$ cat src/hdl/lfost_pkg.sv
// Shared types, constants and helpers of the LFO sine/triangle generator.
// Used by the controller, the datapath and the top level; depends on nothing.
package lfost_pkg;

  localparam int SAMPLE_WIDTH_DEF = 24;
  localparam int COEF_WIDTH_DEF   = 24;
  localparam int OSC_FRAC         = 28;
  localparam int STATE_W          = 32;
  localparam int RND_W            = STATE_W + 8;  // holds any rounded product
  localparam int SUM_W            = RND_W + 1;
  localparam int CFG_IDX_W        = 3;

  localparam logic [CFG_IDX_W-1:0] REG_MODE   = 3'd0;
  localparam logic [CFG_IDX_W-1:0] REG_COEF_A = 3'd1;
  localparam logic [CFG_IDX_W-1:0] REG_COEF_B = 3'd2;
  localparam logic [CFG_IDX_W-1:0] REG_AMP    = 3'd3;
  localparam logic [CFG_IDX_W-1:0] REG_OFFSET = 3'd4;
  localparam logic [CFG_IDX_W-1:0] REG_CLIP   = 3'd5;
  localparam logic [CFG_IDX_W-1:0] REG_RISE   = 3'd6;
  localparam logic [CFG_IDX_W-1:0] REG_FALL   = 3'd7;

  localparam logic MODE_SINE = 1'b0;

  // one multiply/accumulate pair of the sine update each
  typedef enum logic [1:0] {
    STEP_T = 2'd0,  // t = c - k1*s
    STEP_S = 2'd1,  // s = s + k2*t
    STEP_C = 2'd2,  // c = t - k1*s
    STEP_X = 2'd3   // x = amp*s + offset
  } step_t;

  typedef struct packed {
    logic  start;    // word accepted: apply restart
    logic  mul;      // load product register
    logic  acc;      // round product and update state
    step_t step;
    logic  tri_upd;  // triangle level update
    logic  tri_ofs;  // add offset to triangle level
    logic  load;     // clip and load output register
  } dp_cmd_t;

  typedef struct packed {
    logic mode;
  } dp_stat_t;

  function automatic logic signed [STATE_W-1:0] sat_state(input logic signed [SUM_W-1:0] v);
    logic ovf;
    ovf = !((&v[SUM_W-1:STATE_W-1]) || (~|v[SUM_W-1:STATE_W-1]));
    if (!ovf) begin
      return v[STATE_W-1:0];
    end else if (v[SUM_W-1]) begin
      return {1'b1, {(STATE_W-1){1'b0}}};
    end else begin
      return {1'b0, {(STATE_W-1){1'b1}}};
    end
  endfunction

endpackage

$ cat src/hdl/lfost_ctrl.sv
// Sequencer of the LFO generator: walks the shared multiplier through the
// sine steps or runs the triangle update, and owns both handshakes. Uses lfost_pkg.
module lfost_ctrl (
  input  logic                clk,
  input  logic                rst_n,
  input  logic                in_valid,
  output logic                in_ready,
  output logic                out_valid,
  input  logic                out_ready,
  input  lfost_pkg::dp_stat_t stat,
  output lfost_pkg::dp_cmd_t  cmd
);

  typedef enum logic [5:0] {
    S_IDLE = 6'b000001,
    S_MUL  = 6'b000010,
    S_ACC  = 6'b000100,
    S_TRI  = 6'b001000,
    S_TOFS = 6'b010000,
    S_DONE = 6'b100000
  } state_t;

  state_t           state_r, state_nxt;
  lfost_pkg::step_t step_r, step_nxt;
  logic             out_valid_r, out_valid_nxt;
  logic             accept;
  logic             load;

  assign in_ready  = (state_r == S_IDLE);
  assign accept    = in_valid && in_ready;
  assign out_valid = out_valid_r;
  // output register is free when empty or drained this cycle
  assign load      = (state_r == S_DONE) && (!out_valid_r || out_ready);

  always_comb begin
    state_nxt = state_r;
    step_nxt  = step_r;
    unique case (state_r)
      S_IDLE: begin
        if (accept) begin
          state_nxt = (stat.mode == lfost_pkg::MODE_SINE) ? S_MUL : S_TRI;
          step_nxt  = lfost_pkg::STEP_T;
        end
      end
      S_MUL: state_nxt = S_ACC;
      S_ACC: begin
        if (step_r == lfost_pkg::STEP_X) begin
          state_nxt = S_DONE;
        end else begin
          state_nxt = S_MUL;
          step_nxt  = lfost_pkg::step_t'(step_r + 2'd1);
        end
      end
      S_TRI:  state_nxt = S_TOFS;
      S_TOFS: state_nxt = S_DONE;
      S_DONE: begin
        if (load) begin
          state_nxt = S_IDLE;
        end
      end
      default: state_nxt = S_IDLE;
    endcase
  end

  always_comb begin
    out_valid_nxt = out_valid_r;
    if (load) begin
      out_valid_nxt = 1'b1;
    end else if (out_ready) begin
      out_valid_nxt = 1'b0;
    end
  end

  always_comb begin
    cmd         = '0;
    cmd.start   = accept;
    cmd.mul     = (state_r == S_MUL);
    cmd.acc     = (state_r == S_ACC);
    cmd.step    = step_r;
    cmd.tri_upd = (state_r == S_TRI);
    cmd.tri_ofs = (state_r == S_TOFS);
    cmd.load    = load;
  end

  always_ff @(posedge clk) begin
    if (!rst_n) begin
      state_r     <= S_IDLE;
      step_r      <= lfost_pkg::STEP_T;
      out_valid_r <= 1'b0;
    end else begin
      state_r     <= state_nxt;
      step_r      <= step_nxt;
      out_valid_r <= out_valid_nxt;
    end
  end

endmodule

$ cat config.mk
export PLATFORM = sky130hd
export DESIGN_NAME = lfost_ctrl
export DESIGN_NICKNAME = d
export VERILOG_FILES = /design/src/hdl/lfost_pkg.sv /design/src/hdl/lfost_ctrl.sv
export SDC_FILE = /design/constraint.sdc
export NUM_CORES = 1
export LEC_CHECK = 0
export BUFFER_PORTS_ARGS = -buffer_cell sky130_fd_sc_hd__buf_2
export CORE_MARGIN = 2
export CORE_UTILIZATION = 35
export CTS_CLUSTER_DIAMETER = 30
export DETAILED_ROUTE_END_ITERATION = 10
export PLACE_DENSITY_LB_ADDON = 0.25
export SLEW_MARGIN = 20
export SYNTH_ARGS = -nofsm -noshare
export SYNTH_HDL_FRONTEND = slang
export SYNTH_SLANG_ARGS = --single-unit
$ cat constraint.sdc
create_clock -name clk -period 1.5 [get_ports clk]
set_input_delay 0.15 -clock clk [delete_from_list [all_inputs] [get_ports clk]]
set_output_delay 0.15 -clock clk [all_outputs]
set_load 0.1 [all_outputs]
==> run summary <==
Adder-Cell Fraction of Synth Area = 2.30%
P per Cell Area = 818 nW/um2
worst-margin pin slew = 0.484 ns
failing checks = setup timing
ANT cells = 0
CTS max path bufs = 2
routed via count = 656
placed cell areas = 862 um2
slack of the critical path = -0.536 ns
Cell Chain, Critical Path = or4_4 -> or3_4 -> clkinvlp_4 -> and2_4 -> buf_12
distinct cell type count after synthesis = 34
Compound-Gate Fraction of Synth Area = 16.6%
Reg clk slew, reported paths = 0.07 ns
die height = 43.4 um
dpl ws = -0.262 ns
Std-Cell Rows = 14
highest layer used for signal routing = met4
Syn Nets = 68
Yosys top cell area share = 33.1%
Yosys reg bits = 9
CP arrival = 1.89 ns
Worst setup SP type = flop
fin area = 1070 um2
top cells by area, synth = dfxtp_1, or4_1, nor3_1
max_cap viols = 0
worst-path maximum fanout = 4
Slew headroom = 68.0%
Post-Syn Instances = 62
area share of xor/xnor cells in the synthesized design = 1.61%
total global routing overflow = 0
Setup crit end kind = primary output
pin count of the biggest net entering global routing = 11
Max Freq = 0.491 GHz
Placed Cells = 100
Seq/Total Area, Yosys = 33.1%
Leakage = 0.447 nW
Final Hold Vio Count = 0
number of flops mapped to enable cells by yosys = 0
initial antenna violation count = 0
CTS tree = built
Final Setup Violations = 15
CTS H-tree lvls = 1
met2 WL = 1.02 mm
Post-DRT Antenna Nets = 0
post-synthesis mux area share = 0%
Placer Congestion = 0.800
Bufs and invs on worst path = 2
Core ar. = 1490 um2
TritonCTS buffer count = 3
Post-synth top cells = dfxtp_1, nor3_1
Pre-Repair DR Iteration Count = 4
HPWL Detailed = 1.14 mm
Initial Util = 36.6%
nets = 106
worst hold path type = in -> reg
fin. max-slew vios = 0
vias in the first global route = 662
WL/cell = 16.0 um
Final min period = 2.04 ns
Yosys top cell by area = dfxtp_1
Required @ worst endpoint = 1.35 ns
ys async rst share = 0%
Tcrit/Tclk final = 136%
Cell Count, Final, Fillers Out = 115
critical path class = reg -> out
crit-path max cell delay = 0.52 ns
Iter 0 DRT Violations = 10
top_reg_cell synth = dfxtp_1
largest family of logic cells by synthesized area = simple AND/OR/NAND/NOR gates
final hold slack = 0.189 ns
met1 wire length = 740 um
Core Util, Final = 71.8%
Mapped Area = 544 um2
Vias/cell = 5.70
first-pass GRT wire length = 2.96 mm
CTS Root Cell = clkbuf_4
CP top delay family = simple AND/OR/NAND/NOR gates
fraction of layout cells with a size suffix above 1 = 68.7%
Max VDD drop = 0.704 mV
I/O pins = 15
port buffer count = 14
Syn. warnings = 0
Avg Cell Area, Syn = 8.78 um2
DRC = 0
Fill cells = 101
die area = 1890 um2
Die W = 43.4 um
status = finished with violations
drt total wl = 1.84 mm
synthesis-to-finish area growth = 96.3%
clock sinks = 9
GRT Total Usage = 21.3%
RSZ-0062 raised after global routing = true
slowest CP cell = or4_4
Skew-Pair Late Insertion Delay = 0.26 ns
Synth Area in Simple Gates = 37.5%
routed wl met3 = 61 um
clock skew = 0.00886 ns
count leader, synth = dfxtp_1
[tightest hold or removal path, delay by kind of cell]
kind                   cells  cell delay [ns]
AOI/OAI and AO/OA          1             0.04
and+or+nand+nor            1             0.12
buffers and inverters      1             0.09
[cell type report]
class                   count  area (um2)  area share [%]
well taps                  16        20.0            1.87
repair buffers             39         390            36.5
inverters                   3        15.0            1.41
flip-flops and latches      9         193            18.0
multi-input cells          44         423            39.6
clock buffers               3        22.5            2.11
clock inverters             1        5.00           0.468
[final timing paths]
path,from,to,slack (ns),depth (start not counted)
min reg2reg,step_r[1]$_SDFFE_PN0P_,step_r[1]$_SDFFE_PN0P_,0.50,2
max reg2reg,state_r[2]$_SDFFE_PN0P_,state_r[2]$_SDFFE_PN0P_,-0.25,6
max,state_r[2]$_SDFFE_PN0P_,cmd[7],-0.54,5
min,stat,state_r[1]$_SDFFE_PN0P_,0.19,3
[per-stage QoR]
| stage | power [W] | setup TNS, ns |
|---|---|---|
| 3_3_place_gp | 0.000598 | -0.972 |
| 2_1_floorplan | 0.000485 | -2.93 |
| 5_1_grt | 0.000917 | -4.84 |
| 4_1_cts | 0.000844 | -3.71 |
| 3_5_place_dp | 0.000605 | -1.26 |
| 6_report | 0.000874 | -4.07 |
[cell usage in the layout (no fill, tap or decap), drive strengths merged, types with 2 or more instances in the layout]
cell    instances
nor4            3
inv             2
clkbuf          3
nor2b           3
nand3b          2
buf            39
o22ai           2
nand2           3
nor3            4
o21ai           2
dfxtp           9
or4             4
nor3b           2
[what timing repair did]
item	4_1_cts	5_1_grt
pin swaps	5	3
setup buffers	7	4
resized for setup	17	4
setup endpoints to repair	12	16
hold buffers	0	0
[kinds of logic after synthesis]
group,Yosys count
AO/OA/AOI/OAI,11
XOR/XNOR,1
adder cells (fa/ha/maj),1
buffers and inverters,9
flip-flops,9
AND/OR/NAND/NOR,31
[power breakdown]
group / total (W) / switching [W] / internal [W] / leakage (nW)
clock: 0.000187 / 0.0000889 / 0.0000982 / 0.0177
combinational: 0.000434 / 0.000232 / 0.000202 / 0.353
sequential: 0.000253 / 0.00000777 / 0.000245 / 0.0767
total: 0.000874 / 0.000329 / 0.000545 / 0.447
[sequential cells by signal (all words and copies together) (netlist names)]
register   count
state_r        6
step_r         2
out_valid      1
[per-layer routing]
layer,track usage (%),vias to the layer above
li1,-,308
met1,24.8,327
met3,4.17,2
met5,0,-
met2,37.9,19
met4,8.48,0
Power figures use the tool's default switching activity.
